**src/hdl/cflw_pkg.sv**
```systemverilog
// ----------------------------------------------------------------------------
// cflw_pkg
// Shared types and constants of the chunked flash log writer.
// ----------------------------------------------------------------------------
package cflw_pkg;

	localparam int APB_AW      = 3;
	localparam int APB_DW      = 32;
	localparam int READER_W    = 7;
	localparam int PAGE_W      = 4;
	localparam int ADDR_W      = 12;
	localparam int QUEUE_DEPTH = 2;
	localparam int QUEUE_PW    = $clog2(QUEUE_DEPTH);

	typedef enum logic [1:0] {
		OP_STATUS = 2'd0,
		OP_ERASE  = 2'd1,
		OP_WRITE  = 2'd2
	} op_t;

	typedef enum logic {
		REG_STORE_ENABLE = 1'b0,
		REG_START_CHUNK  = 1'b1
	} reg_idx_t;

	// classified transaction handed from front to back
	typedef struct packed {
		logic                is_pop;
		logic                byte_accepted;
		logic                more_pending;
		logic [READER_W-1:0] reader;
		logic [31:0]         battery;
		logic [31:0]         word;
		logic [31:0]         stamp;
	} cmd_t;

	typedef struct packed {
		op_t                 op;
		logic [PAGE_W-1:0]   page;
		logic [ADDR_W-1:0]   word_addr;
		logic [31:0]         data_word;
		logic                byte_accepted;
		logic                more_pending;
		logic [READER_W-1:0] reader_chunk_out;
		logic                last;
	} result_t;

	typedef struct packed {
		logic                load;
		logic [READER_W-1:0] chunk;
	} chunk_cfg_t;

endpackage

```
**src/hdl/cflw_if.sv**
```systemverilog
// ----------------------------------------------------------------------------
// cflw_if
// Item and result channels of the chunked flash log writer.
// ----------------------------------------------------------------------------
interface cflw_item_if;
	logic        valid;
	logic        ready;
	logic        kind;
	logic [7:0]  data_byte;
	logic [31:0] timestamp;
	logic [31:0] battery_word;
	logic [6:0]  reader_chunk;

	modport source (output valid, kind, data_byte, timestamp, battery_word, reader_chunk,
		input ready);
	modport sink (input valid, kind, data_byte, timestamp, battery_word, reader_chunk,
		output ready);
endinterface

interface cflw_result_if;
	logic        valid;
	logic        ready;
	logic [1:0]  op;
	logic [3:0]  page;
	logic [11:0] word_addr;
	logic [31:0] data_word;
	logic        byte_accepted;
	logic        more_pending;
	logic [6:0]  reader_chunk_out;
	logic        last;

	modport source (output valid, op, page, word_addr, data_word, byte_accepted,
		more_pending, reader_chunk_out, last, input ready);
	modport sink (input valid, op, page, word_addr, data_word, byte_accepted,
		more_pending, reader_chunk_out, last, output ready);
endinterface

```
**src/hdl/chunked_flash_log_writer.sv**
```systemverilog
// ----------------------------------------------------------------------------
// chunked_flash_log_writer
// Byte packer and circular chunked flash log sequencer.
// ----------------------------------------------------------------------------
// Each item transaction yields one result (byte and idle update items) or up
// to four flash commands (update items that move a word), in item order. The
// front takes an item per cycle while its one-entry stage can drain into a
// two-entry queue; the back sequencer emits at most one result per cycle and
// sets the throughput: it takes no new transaction until it is back in idle,
// so an update that moves a word blocks it until its last command is issued.
// The first result passes the front stage, queue and result register;
// an update opening a chunk without an erase loads it from the header state.
// A result held by the sink stalls only the sequencer; the front and queue
// keep taking items until the queue fills.
module chunked_flash_log_writer #(
	parameter int NUM_PAGES   = 16,
	parameter int CHUNK_WORDS = 32,
	parameter int FIFO_WORDS  = 32
) (
	input  logic                          clk,
	input  logic                          arst_n,
	cflw_item_if.sink                     items,
	cflw_result_if.source                 results,
	input  logic                          psel,
	input  logic                          penable,
	input  logic                          pwrite,
	input  logic [cflw_pkg::APB_AW-1:0]   paddr,
	input  logic [cflw_pkg::APB_DW-1:0]   pwdata,
	output logic [cflw_pkg::APB_DW-1:0]   prdata,
	output logic                          pready
);

	localparam int LAST_CHUNK = NUM_PAGES * 8 - 1;

	logic                 store_enable_q;
	logic [6:0]           start_chunk_q;
	logic                 cfg_wr, start_ok;
	cflw_pkg::reg_idx_t   reg_idx;
	cflw_pkg::chunk_cfg_t chunk_cfg;
	cflw_pkg::cmd_t       front_cmd, back_cmd;
	logic                 front_valid, front_ready, back_valid, back_ready;
	cflw_pkg::result_t    res;
	logic                 res_valid;

	assign pready   = 1'b1;
	assign cfg_wr   = psel && penable && pwrite && pready;
	assign reg_idx  = cflw_pkg::reg_idx_t'(paddr[2]);
	assign start_ok = int'(pwdata[6:0]) <= LAST_CHUNK;

	assign chunk_cfg.load  = cfg_wr && (reg_idx == cflw_pkg::REG_START_CHUNK) && start_ok;
	assign chunk_cfg.chunk = pwdata[6:0];

	always_comb begin
		unique case (reg_idx)
			cflw_pkg::REG_STORE_ENABLE: prdata = {31'b0, store_enable_q};
			cflw_pkg::REG_START_CHUNK:  prdata = {25'b0, start_chunk_q};
			default:                    prdata = '0;
		endcase
	end

	always_ff @(posedge clk or negedge arst_n) begin
		if (!arst_n) begin
			store_enable_q <= 1'b0;
			start_chunk_q  <= '0;
		end else begin
			if (cfg_wr && (reg_idx == cflw_pkg::REG_STORE_ENABLE)) begin
				store_enable_q <= pwdata[0];
			end
			if (chunk_cfg.load) begin
				start_chunk_q <= pwdata[6:0];
			end
		end
	end

	cflw_front #(
		.FIFO_WORDS(FIFO_WORDS)
	) u_front (
		.clk          (clk),
		.arst_n       (arst_n),
		.items        (items),
		.store_enable (store_enable_q),
		.cmd_valid    (front_valid),
		.cmd_ready    (front_ready),
		.cmd          (front_cmd)
	);

	cflw_queue u_queue (
		.clk        (clk),
		.arst_n     (arst_n),
		.push_valid (front_valid),
		.push_ready (front_ready),
		.push_cmd   (front_cmd),
		.pop_valid  (back_valid),
		.pop_ready  (back_ready),
		.pop_cmd    (back_cmd)
	);

	cflw_back #(
		.NUM_PAGES   (NUM_PAGES),
		.CHUNK_WORDS (CHUNK_WORDS)
	) u_back (
		.clk       (clk),
		.arst_n    (arst_n),
		.cfg       (chunk_cfg),
		.cmd_valid (back_valid),
		.cmd_ready (back_ready),
		.cmd       (back_cmd),
		.res_valid (res_valid),
		.res_ready (results.ready),
		.res       (res)
	);

	assign results.valid            = res_valid;
	assign results.op               = res.op;
	assign results.page             = res.page;
	assign results.word_addr        = res.word_addr;
	assign results.data_word        = res.data_word;
	assign results.byte_accepted    = res.byte_accepted;
	assign results.more_pending     = res.more_pending;
	assign results.reader_chunk_out = res.reader_chunk_out;
	assign results.last             = res.last;

endmodule

```
**src/hdl/cflw_front.sv**
```systemverilog
// ----------------------------------------------------------------------------
// cflw_front
// Accepts items, packs bytes into the word FIFO, decides pops and reads the
// popped word, and hands one classified transaction per item to the queue.
// ----------------------------------------------------------------------------
module cflw_front #(
	parameter int FIFO_WORDS = 32
) (
	input  logic           clk,
	input  logic           arst_n,
	cflw_item_if.sink      items,
	input  logic           store_enable,
	output logic           cmd_valid,
	input  logic           cmd_ready,
	output cflw_pkg::cmd_t cmd
);

	localparam int PW = $clog2(FIFO_WORDS);

	logic [PW-1:0] in_pos_q, out_pos_q;
	logic [PW-1:0] in_pos_inc, out_pos_inc, in_pos_d, out_pos_d;
	logic [1:0]    offset_q;
	logic [31:0]   word_q, stamp_q, word_d, stamp_d;
	logic [63:0]   mem_q [FIFO_WORDS];
	logic [63:0]   mem_rd_q;
	logic          accept, full, take_byte, word_done, pop;

	logic          s1_valid_q;
	logic          pop_s1, acc_s1, more_s1;
	logic [6:0]    reader_s1;
	logic [31:0]   batt_s1;

	assign items.ready = !s1_valid_q || cmd_ready;
	assign accept      = items.valid && items.ready;

	assign in_pos_inc  = (in_pos_q == PW'(FIFO_WORDS - 1)) ? '0 : in_pos_q + 1'b1;
	assign out_pos_inc = (out_pos_q == PW'(FIFO_WORDS - 1)) ? '0 : out_pos_q + 1'b1;
	assign full        = in_pos_inc == out_pos_q;
	assign take_byte   = accept && !items.kind && !full;
	assign word_done   = take_byte && (offset_q == 2'd3);
	assign pop         = accept && items.kind && store_enable && (in_pos_q != out_pos_q);
	assign in_pos_d    = word_done ? in_pos_inc : in_pos_q;
	assign out_pos_d   = pop ? out_pos_inc : out_pos_q;
	assign stamp_d     = (offset_q == 2'd0) ? items.timestamp : stamp_q;

	always_comb begin
		word_d = word_q;
		word_d[8*offset_q +: 8] = items.data_byte;
	end

	always_comb begin
		cmd.is_pop        = pop_s1;
		cmd.byte_accepted = acc_s1;
		cmd.more_pending  = more_s1;
		cmd.reader        = reader_s1;
		cmd.battery       = batt_s1;
		cmd.word          = mem_rd_q[31:0];
		cmd.stamp         = mem_rd_q[63:32];
	end

	assign cmd_valid = s1_valid_q;

	always_ff @(posedge clk or negedge arst_n) begin
		if (!arst_n) begin
			in_pos_q   <= '0;
			out_pos_q  <= '0;
			offset_q   <= '0;
			s1_valid_q <= 1'b0;
		end else begin
			if (take_byte) begin
				offset_q <= offset_q + 1'b1;
			end
			in_pos_q  <= in_pos_d;
			out_pos_q <= out_pos_d;
			if (accept) begin
				s1_valid_q <= 1'b1;
			end else if (cmd_ready) begin
				s1_valid_q <= 1'b0;
			end
		end
	end

	always_ff @(posedge clk) begin
		if (take_byte) begin
			word_q  <= word_d;
			stamp_q <= stamp_d;
		end
		if (accept) begin
			pop_s1    <= pop;
			acc_s1    <= take_byte;
			more_s1   <= store_enable && (in_pos_d != out_pos_d);
			reader_s1 <= items.reader_chunk;
			batt_s1   <= items.battery_word;
		end
	end

	always_ff @(posedge clk) begin
		if (word_done) begin
			mem_q[in_pos_q] <= {stamp_d, word_d};
		end
		if (pop) begin
			mem_rd_q <= mem_q[out_pos_q];
		end
	end

endmodule

```
**src/hdl/cflw_queue.sv**
```systemverilog
// ----------------------------------------------------------------------------
// cflw_queue
// Short FIFO of classified transactions between front and back.
// ----------------------------------------------------------------------------
module cflw_queue (
	input  logic           clk,
	input  logic           arst_n,
	input  logic           push_valid,
	output logic           push_ready,
	input  cflw_pkg::cmd_t push_cmd,
	output logic           pop_valid,
	input  logic           pop_ready,
	output cflw_pkg::cmd_t pop_cmd
);

	localparam int QPW = cflw_pkg::QUEUE_PW;

	cflw_pkg::cmd_t slot_q [cflw_pkg::QUEUE_DEPTH];
	logic [QPW-1:0] wr_q, rd_q;
	logic [QPW:0]   count_q;
	logic           push, pop;

	assign push_ready = count_q != (QPW + 1)'(cflw_pkg::QUEUE_DEPTH);
	assign pop_valid  = count_q != '0;
	assign push       = push_valid && push_ready;
	assign pop        = pop_valid && pop_ready;
	assign pop_cmd    = slot_q[rd_q];

	always_ff @(posedge clk or negedge arst_n) begin
		if (!arst_n) begin
			wr_q    <= '0;
			rd_q    <= '0;
			count_q <= '0;
		end else begin
			if (push) begin
				wr_q <= (wr_q == QPW'(cflw_pkg::QUEUE_DEPTH - 1)) ? '0 : wr_q + 1'b1;
			end
			if (pop) begin
				rd_q <= (rd_q == QPW'(cflw_pkg::QUEUE_DEPTH - 1)) ? '0 : rd_q + 1'b1;
			end
			unique case ({push, pop})
				2'b10:   count_q <= count_q + 1'b1;
				2'b01:   count_q <= count_q - 1'b1;
				default: count_q <= count_q;
			endcase
		end
	end

	always_ff @(posedge clk) begin
		if (push) begin
			slot_q[wr_q] <= push_cmd;
		end
	end

endmodule

```
**src/hdl/cflw_back.sv**
```systemverilog
// ----------------------------------------------------------------------------
// cflw_back
// Sequencer that turns transactions into flash commands: chunk advance, page
// erase with reader push, header words, data word and end-of-chunk mark.
// ----------------------------------------------------------------------------
module cflw_back #(
	parameter int NUM_PAGES   = 16,
	parameter int CHUNK_WORDS = 32
) (
	input  logic                 clk,
	input  logic                 arst_n,
	input  cflw_pkg::chunk_cfg_t cfg,
	input  logic                 cmd_valid,
	output logic                 cmd_ready,
	input  cflw_pkg::cmd_t       cmd,
	output logic                 res_valid,
	input  logic                 res_ready,
	output cflw_pkg::result_t    res
);

	localparam int PGB        = (NUM_PAGES > 1) ? $clog2(NUM_PAGES) : 1;
	localparam int CHB        = PGB + 3;
	localparam int LOCW       = $clog2(CHUNK_WORDS);
	localparam int LAST_CHUNK = NUM_PAGES * 8 - 1;
	localparam int AW         = (CHB + LOCW > cflw_pkg::ADDR_W) ? CHB + LOCW
	                                                            : cflw_pkg::ADDR_W;

	typedef enum logic [2:0] {
		ST_IDLE,
		ST_HTIME,
		ST_HBATT,
		ST_DATA,
		ST_MARK
	} state_t;

	state_t            state_q;
	logic [CHB-1:0]    chunk_q, chunk_nxt, push_ch;
	logic [PGB-1:0]    page_cur, page_nxt;
	logic [LOCW-1:0]   loc_q, loc_inc;
	logic [31:0]       chunk_time_q;
	cflw_pkg::cmd_t    cur_q, cmd_in;
	cflw_pkg::result_t res_q;
	logic              res_valid_q, out_free, page_change, reader_hit, res_load;
	logic [6:0]        reader_new;
	logic [AW-1:0]     addr_full;

	function automatic cflw_pkg::result_t mk(cflw_pkg::op_t op, logic [3:0] page,
		logic [11:0] addr, logic [31:0] data, cflw_pkg::cmd_t c, logic [6:0] reader,
		logic last);
		cflw_pkg::result_t r;
		r.op               = op;
		r.page             = page;
		r.word_addr        = addr;
		r.data_word        = data;
		r.byte_accepted    = c.byte_accepted;
		r.more_pending     = c.more_pending;
		r.reader_chunk_out = reader;
		r.last             = last;
		return r;
	endfunction

	assign out_free    = !res_valid_q || res_ready;
	assign cmd_ready   = (state_q == ST_IDLE) && out_free;
	assign chunk_nxt   = (chunk_q == CHB'(LAST_CHUNK)) ? '0 : chunk_q + 1'b1;
	assign page_cur    = chunk_q[CHB-1:3];
	assign page_nxt    = chunk_nxt[CHB-1:3];
	assign page_change = page_nxt != page_cur;
	assign reader_hit  = 32'(cmd.reader[6:3]) == 32'(page_nxt);
	assign push_ch     = (page_nxt == PGB'(NUM_PAGES - 1)) ? '0 : {page_nxt + 1'b1, 3'b000};
	assign reader_new  = reader_hit ? 7'(push_ch) : cmd.reader;
	assign loc_inc     = loc_q + 1'b1;
	assign addr_full   = AW'(chunk_q) * AW'(CHUNK_WORDS) + AW'(loc_q);
	assign res_valid   = res_valid_q;
	assign res         = res_q;

	always_comb begin
		cmd_in = cmd;
		if (cmd.is_pop && (loc_q == '0) && page_change) begin
			cmd_in.reader = reader_new;
		end
	end

	always_comb begin
		unique case (state_q)
			ST_IDLE: res_load = out_free && cmd_valid
				&& (!cmd.is_pop || ((loc_q == '0) && page_change));
			ST_HTIME, ST_HBATT, ST_DATA, ST_MARK: res_load = out_free;
			default: res_load = 1'b0;
		endcase
	end

	always_ff @(posedge clk or negedge arst_n) begin
		if (!arst_n) begin
			state_q      <= ST_IDLE;
			chunk_q      <= '0;
			loc_q        <= '0;
			chunk_time_q <= '0;
			cur_q        <= '0;
			res_q        <= '0;
			res_valid_q  <= 1'b0;
		end else begin
			if (res_load) begin
				res_valid_q <= 1'b1;
			end else if (res_ready) begin
				res_valid_q <= 1'b0;
			end
			if (cfg.load) begin
				chunk_q <= CHB'(cfg.chunk);
				loc_q   <= '0;
			end
			unique case (state_q)
				ST_IDLE: begin
					if (cmd_valid && out_free) begin
						cur_q <= cmd_in;
						if (!cmd.is_pop) begin
							res_q <= mk(cflw_pkg::OP_STATUS, '0, '0, '0, cmd, cmd.reader,
								1'b1);
						end else if (loc_q == '0) begin
							chunk_q <= chunk_nxt;
							if (page_change) begin
								res_q <= mk(cflw_pkg::OP_ERASE, 4'(page_nxt), '0, '0, cmd,
									reader_new, 1'b0);
							end
							state_q <= ST_HTIME;
						end else begin
							state_q <= ST_DATA;
						end
					end
				end
				ST_HTIME: begin
					if (out_free) begin
						res_q <= mk(cflw_pkg::OP_WRITE, '0, addr_full[11:0], cur_q.stamp,
							cur_q, cur_q.reader, 1'b0);
						chunk_time_q <= cur_q.stamp;
						loc_q        <= loc_inc;
						state_q      <= ST_HBATT;
					end
				end
				ST_HBATT: begin
					if (out_free) begin
						res_q <= mk(cflw_pkg::OP_WRITE, '0, addr_full[11:0], cur_q.battery,
							cur_q, cur_q.reader, 1'b0);
						loc_q   <= loc_inc;
						state_q <= ST_DATA;
					end
				end
				ST_DATA: begin
					if (out_free) begin
						loc_q <= loc_inc;
						if (loc_inc == LOCW'(CHUNK_WORDS - 1)) begin
							res_q <= mk(cflw_pkg::OP_WRITE, '0, addr_full[11:0], cur_q.word,
								cur_q, cur_q.reader, 1'b0);
							state_q <= ST_MARK;
						end else begin
							res_q <= mk(cflw_pkg::OP_WRITE, '0, addr_full[11:0], cur_q.word,
								cur_q, cur_q.reader, 1'b1);
							state_q <= ST_IDLE;
						end
					end
				end
				ST_MARK: begin
					if (out_free) begin
						res_q <= mk(cflw_pkg::OP_WRITE, '0, addr_full[11:0], chunk_time_q,
							cur_q, cur_q.reader, 1'b1);
						loc_q   <= '0;
						state_q <= ST_IDLE;
					end
				end
				default: state_q <= ST_IDLE;
			endcase
		end
	end

endmodule

```
**src/flat_wrapper.sv**
```systemverilog
// flat-port wrapper written by rule: the top's interface ports become plain ports
module chunked_flash_log_writer_flat 
#(
	parameter int NUM_PAGES   = 16,
	parameter int CHUNK_WORDS = 32,
	parameter int FIFO_WORDS  = 32
)
  (clk, arst_n, psel, penable, pwrite, paddr, pwdata, prdata, pready, items_valid, items_kind, items_data_byte, items_timestamp, items_battery_word, items_reader_chunk, items_ready, results_valid, results_op, results_page, results_word_addr, results_data_word, results_byte_accepted, results_more_pending, results_reader_chunk_out, results_last, results_ready);
  cflw_item_if items_i ();
  cflw_result_if results_i ();
  input  logic clk;
  input  logic arst_n;
  input  logic psel;
  input  logic penable;
  input  logic pwrite;
  input  logic [cflw_pkg::APB_AW-1:0] paddr;
  input  logic [cflw_pkg::APB_DW-1:0] pwdata;
  output logic [cflw_pkg::APB_DW-1:0] prdata;
  output logic pready;
  input wire logic [$bits(items_i.valid)-1:0] items_valid;
  input wire logic [$bits(items_i.kind)-1:0] items_kind;
  input wire logic [$bits(items_i.data_byte)-1:0] items_data_byte;
  input wire logic [$bits(items_i.timestamp)-1:0] items_timestamp;
  input wire logic [$bits(items_i.battery_word)-1:0] items_battery_word;
  input wire logic [$bits(items_i.reader_chunk)-1:0] items_reader_chunk;
  output wire logic [$bits(items_i.ready)-1:0] items_ready;
  output wire logic [$bits(results_i.valid)-1:0] results_valid;
  output wire logic [$bits(results_i.op)-1:0] results_op;
  output wire logic [$bits(results_i.page)-1:0] results_page;
  output wire logic [$bits(results_i.word_addr)-1:0] results_word_addr;
  output wire logic [$bits(results_i.data_word)-1:0] results_data_word;
  output wire logic [$bits(results_i.byte_accepted)-1:0] results_byte_accepted;
  output wire logic [$bits(results_i.more_pending)-1:0] results_more_pending;
  output wire logic [$bits(results_i.reader_chunk_out)-1:0] results_reader_chunk_out;
  output wire logic [$bits(results_i.last)-1:0] results_last;
  input wire logic [$bits(results_i.ready)-1:0] results_ready;
  assign items_i.valid = items_valid;
  assign items_i.kind = items_kind;
  assign items_i.data_byte = items_data_byte;
  assign items_i.timestamp = items_timestamp;
  assign items_i.battery_word = items_battery_word;
  assign items_i.reader_chunk = items_reader_chunk;
  assign items_ready = items_i.ready;
  assign results_valid = results_i.valid;
  assign results_op = results_i.op;
  assign results_page = results_i.page;
  assign results_word_addr = results_i.word_addr;
  assign results_data_word = results_i.data_word;
  assign results_byte_accepted = results_i.byte_accepted;
  assign results_more_pending = results_i.more_pending;
  assign results_reader_chunk_out = results_i.reader_chunk_out;
  assign results_last = results_i.last;
  assign results_i.ready = results_ready;
  chunked_flash_log_writer #(.NUM_PAGES(NUM_PAGES), .CHUNK_WORDS(CHUNK_WORDS), .FIFO_WORDS(FIFO_WORDS)) u_core (.clk(clk), .arst_n(arst_n), .items(items_i), .results(results_i), .psel(psel), .penable(penable), .pwrite(pwrite), .paddr(paddr), .pwdata(pwdata), .prdata(prdata), .pready(pready));
endmodule
```
**config.mk**
```make
export PLATFORM = sky130hd
export DESIGN_NAME = chunked_flash_log_writer_flat
export DESIGN_NICKNAME = d
export VERILOG_FILES = /design/src/hdl/cflw_pkg.sv /design/src/hdl/cflw_if.sv /design/src/hdl/chunked_flash_log_writer.sv /design/src/hdl/cflw_front.sv /design/src/hdl/cflw_queue.sv /design/src/hdl/cflw_back.sv /design/src/flat_wrapper.sv
export SDC_FILE = /design/constraint.sdc
export NUM_CORES = 2
export LEC_CHECK = 0
export BUFFER_PORTS_ARGS = -buffer_cell sky130_fd_sc_hd__buf_4
export CAP_MARGIN = 15
export CORE_MARGIN = 4
export CORE_UTILIZATION = 35
export DETAILED_ROUTE_END_ITERATION = 12
export GPL_ROUTABILITY_DRIVEN = 1
export HOLD_SLACK_MARGIN = 0.1
export MAX_ROUTING_LAYER = met4
export SETUP_SLACK_MARGIN = 0.05
export SKIP_CTS_REPAIR_TIMING = 1
export SLEW_MARGIN = 20
export SYNTH_ARGS = -nofsm -noshare
export SYNTH_HDL_FRONTEND = slang
export SYNTH_SLANG_ARGS = --single-unit
```
**constraint.sdc**
```tcl
create_clock -name clk -period 10.4 [get_ports clk]
set_clock_uncertainty 0.2 [all_clocks]
set_input_delay 1.04 -clock clk [delete_from_list [all_inputs] [get_ports clk]]
set_output_delay 1.04 -clock clk [all_outputs]
set_load 0.05 [all_outputs]
```
==> results by group <==
Die
  • Initial Utilization: 35.2%
  • Die Span Y: roughly 550 um
  • I/O pins: 217
  • Core Box Area: 289,000 um^2
  • DIE AREA: 299,000 um^2
  • Rows: 197
  • Die W: 547 um

CTS
  • CTS sink count: 2,668
  • Clk buf depth: 4
  • CTS tree: yes
  • Clock transition at path regs: 60 ps
  • Clock latency at the later pin of the worst-skew pair: 920 ps
  • H-tree lvl count: 5
  • CTS Buf Count: 293
  • Clock Root Buffer: clkbuf_16

Power
  • Clock power frac: 29.7%
  • Psw: 9.56 mW
  • P_leak: 37.8 nW
  • Peak supply drop: 0.000225 V
  • Sequential Power Share: 44.3%
  • Pwr Density: about 280 nW/um^2
  • Net Sw Frac: 29.5%
  • Internal power: 22.8 mW
  • Comb pwr share: 26.0%

Cells and area
  • Layout Utilization: between 40% and 50%
  • Layout cells sized above 1: ~29%
  • Final nets: 5,170
  • Synth-to-Final Area Change: 15.4%

Detailed routing
  • WL/cell: about 28 um
  • DR iter-0 viols: 5,711
  • WL final: 252,000 um
  • Routed Antenna Nets: 0
  • DR vias/cell: 5.28
  • DR vias: about 48,000
  • DRC viols: 0
  • Detailed Routing Iterations Pass 1: 5

Placement
  • Hpwl dp: about 130,000 um
  • Post-place setup slack: 4590 ps
  • GP Congestion: between 0.7 and 0.8
  • Input/output buffers: between 150 and 200

Yosys
  • Compound-Gate Fraction of Synth Area: 2.17%
  • Synth warn: 0
  • Syn avg cell area: 21.8 um^2
  • Mapped Area: 102,000 um^2
  • Post-synthesis xor/xnor area fraction: 0.277%
  • Synth Register Bits: 2,668
  • EDFF count, synth: ~2,400
  • Async SR Flop Fraction: 8.92%
  • Adder-cell share of the synthesized area: 0.231%
  • Synth Flop Type: edfxtp_1
  • Mux contribution to synthesized area: between 10% and 20%
  • Synth Area in Simple Gates: 1.86%
  • Yosys cell types: 76
  • Gate Count Post-Synth: 4,662
  • Sequential share of the synthesized area: 77.6%
  • Main combinational cell family by area after synthesis: multiplexers

Worst setup path
  • Crit path max fanout: 30
  • Critical Path RT: around 11,000 ps
  • Critical Path Source Type: flop
  • CP peak stage delay: 780 ps
  • Critical-path cell list: ha_1 > and3_1 > ha_1 > nor2_1 > mux2i_2 > xnor2_2 > a21boi_4 > nand2_1 > nor2_4 > buf_4 > buf_4
  • Crit path kind: flop to flop
  • Critical path capture point type: flop
  • Crit path max-delay cell type: buf_4
  • Worst EP arrival: 5760 ps

STA
  • Max Fclk: 183 MHz
  • Slew Limit Fails: 0
  • Final Hold Viols: 0
  • Final setup margin: 4950 ps
  • Slew Limit Headroom: 22.2%
  • RSZ-0062 raised after global routing: false
  • Period minus WS final: 5450 ps
  • Final setup violation count: 0
  • Fin Setup TNS: 0 ps
  • Min Hold Slack: 158 ps
  • Least-Margin Pin Slew: 1170 ps
  • Final period util: between 50% and 60%

Global routing
  • Pin count of the biggest net entering global routing: around 150
  • GRT Total Usage: between 10% and 20%
  • Global-route wire length before repair: 360,000 um
  • Initial antenna violation count: 17
  • Grt ovf: 0
  • Number of global-route vias before repair: slightly below 50,000

Job
  • Maxcap violations: 0

Hold path
  • HP Class: input pin to flop

Outcome
  • Status: finished clean
-- cell families after synthesis --
| group | Yosys count |
|---|---|
| multiplexers | 868 |
| XOR/XNOR | 28 |
| other | 2 |
| AO/OA/AOI/OAI | 339 |
| buffers and inverters | 302 |
| adder cells (fa/ha/maj) | 19 |
| AND/OR/NAND/NOR | 436 |
| flip-flops | 2668 |
-- worst max-delay path: cells and delay by family (launching register included) --
family	cells	cell delay, ps
flip-flops	1	520
adder cells (fa/ha/maj)	2	720
XOR/XNOR	1	160
AO/OA/AOI/OAI	1	300
multiplexers	1	300
buffers and inverters	2	1470
AND/OR/NAND/NOR	4	1260
-- Yosys cell counts, drive strengths merged, types with 5 or more instances --
cell type  count  area, um^2
mux2i        112        1120
xnor2         14         130
buf          108         579
nor2         162         608
o31ai          9        67.6
nand2        188         706
nor3          15        75.1
and2          10        62.6
and3           5        36.3
nand3         13        87.6
o21ai         92         472
dfrtp        238        5960
a21boi         7        63.8
a21oi        112         561
a22o          56         490
xor2          12         105
clkbuf       154         578
inv           40         150
edfxtp      2430       73000
nand2b         5        31.3
nand3b         8        60.1
ha            18         225
mux2         116        1320
nand4          5        31.3
a221oi        32         280
mux4         640       14400
nor2b          5        31.3
-- routing by layer --
| layer | track usage, % | routed length (um) | vias up |
|---|---|---|---|
| met2 | 26.2 | 121000 | 1818 |
| met5 | - | 0 | - |
| met3 | 3.58 | 18700 | 327 |
| met4 | 3.66 | 4500 | 0 |
| li1 | - | - | 20000 |
| met1 | 23.4 | 108000 | 26100 |
-- path summary, 6_finish.rpt --
| kind | startpoint | to | slack, ps | cells after the start |
|---|---|---|---|---|
| worst min register to register | u_core.u_front.acc_s1$_DFFE_PN_ | u_core.u_queue.slot_q[1][104]$_DFFE_PP_ | 240 | 0 |
| max in group asynchronous | arst_n | u_core.u_front.out_pos_q[1]$_DFF_PN0_ | 7740 | 3 |
| worst min-delay path | pwdata[4] | u_core.start_chunk_q[4]$_DFFE_PN0P_ | 160 | 3 |
| worst max register to register | u_core.u_front.in_pos_q[0]$_DFF_PN0_ | u_core.u_front.mem_q[25][36]$_DFFE_PP_ | 4950 | 11 |
| min in group asynchronous | arst_n | u_core.u_back.res[0]$_DFFE_PN0P_ | 620 | 2 |
| worst max-delay path | u_core.u_front.in_pos_q[0]$_DFF_PN0_ | u_core.u_front.mem_q[25][36]$_DFFE_PP_ | 4950 | 11 |
-- layout by cell type, fill, tap and decap left out, types with 6 or more instances in the layout --
master         instances
a21oi_1              111
a221oi_1              32
a22o_1                55
and2_1                 9
buf_12                10
buf_4                264
bufinv_16             15
clkbuf_1              64
clkbuf_16            297
clkinv_1              62
clkinv_2              40
conb_1                26
dfrtp_1              232
diode_2               12
dlygate4sd3_1         34
edfxtp_1            2430
ha_1                  17
inv_1                 38
inv_6                  9
mux2_2               112
mux2i_1              111
mux4_2               640
nand2_1              188
nand3_1               10
nand3b_1               8
nor2_1               133
nor2_4                29
nor3_1                 9
nor3_2                 6
o21ai_0               62
o21ai_1                9
o21ai_4               18
o31ai_1                9
xnor2_1               13
xor2_1                12
-- registers in the layout (all words and copies together), names as in the netlist, 2 cells and up --
name and count:
u_core.u_back.loc_q 5, u_core.u_back.chunk_time_q 32, u_core.u_queue.count_q 2, u_core.u_front.in_pos_q 5, u_core.u_back.res 60, u_core.u_front.reader_s1 7, u_core.u_front.out_pos_q 5, u_core.u_front.mem_q 2048
u_core.u_back.chunk_q 7, u_core.u_queue.slot_q 212, u_core.u_front.stamp_q 32, u_core.u_front.word_q 32, u_core.start_chunk_q 7, u_core.u_back.cur_q 105, u_core.u_front.batt_s1 32, u_core.u_front.mem_rd_q 64
u_core.u_back.state_q 3, u_core.u_front.offset_q 2
-- power by group through the flow --
stage / registers [mW] / logic (mW) / clock network (mW)
final: 14.4 / 8.41 / 9.64
after global routing: 14.5 / 9.06 / 10.3
after floorplan: 14.6 / 5.72 / 0
after CTS: 14.4 / 8.46 / 9.83
after detailed placement: 14.6 / 8.43 / 0
after global placement: 14.5 / 8.29 / 0
-- area by class of cell --
type / count / area (um^2)
Antenna cell: 12 / 30.0
Clock buffer: 365 / 7730
Clock inverter: 134 / 1030
Fill cell: 25100 / 171000
Inverter: 40 / 163
Multi-Input combinational cell: 1716 / 22100
Sequential cell: 2668 / 78900
Tap cell: 3880 / 4850
Timing Repair Buffer: 311 / 2580
-- stage by stage --
| step | power (mW) | cell area [um^2] | cells |
|---|---|---|---|
| 3_3_place_gp | 22.8 | 108000 | 8580 |
| 4_1_cts | 32.7 | 117000 | 9079 |
| 2_1_floorplan | 20.4 | 102000 | 4686 |
| 3_5_place_dp | 23.0 | 108000 | 8580 |
| 5_1_grt | 33.8 | 117000 | 9122 |
| 6_report | 32.4 | 117000 | 9126 |
Power figures use the tool's default switching activity.
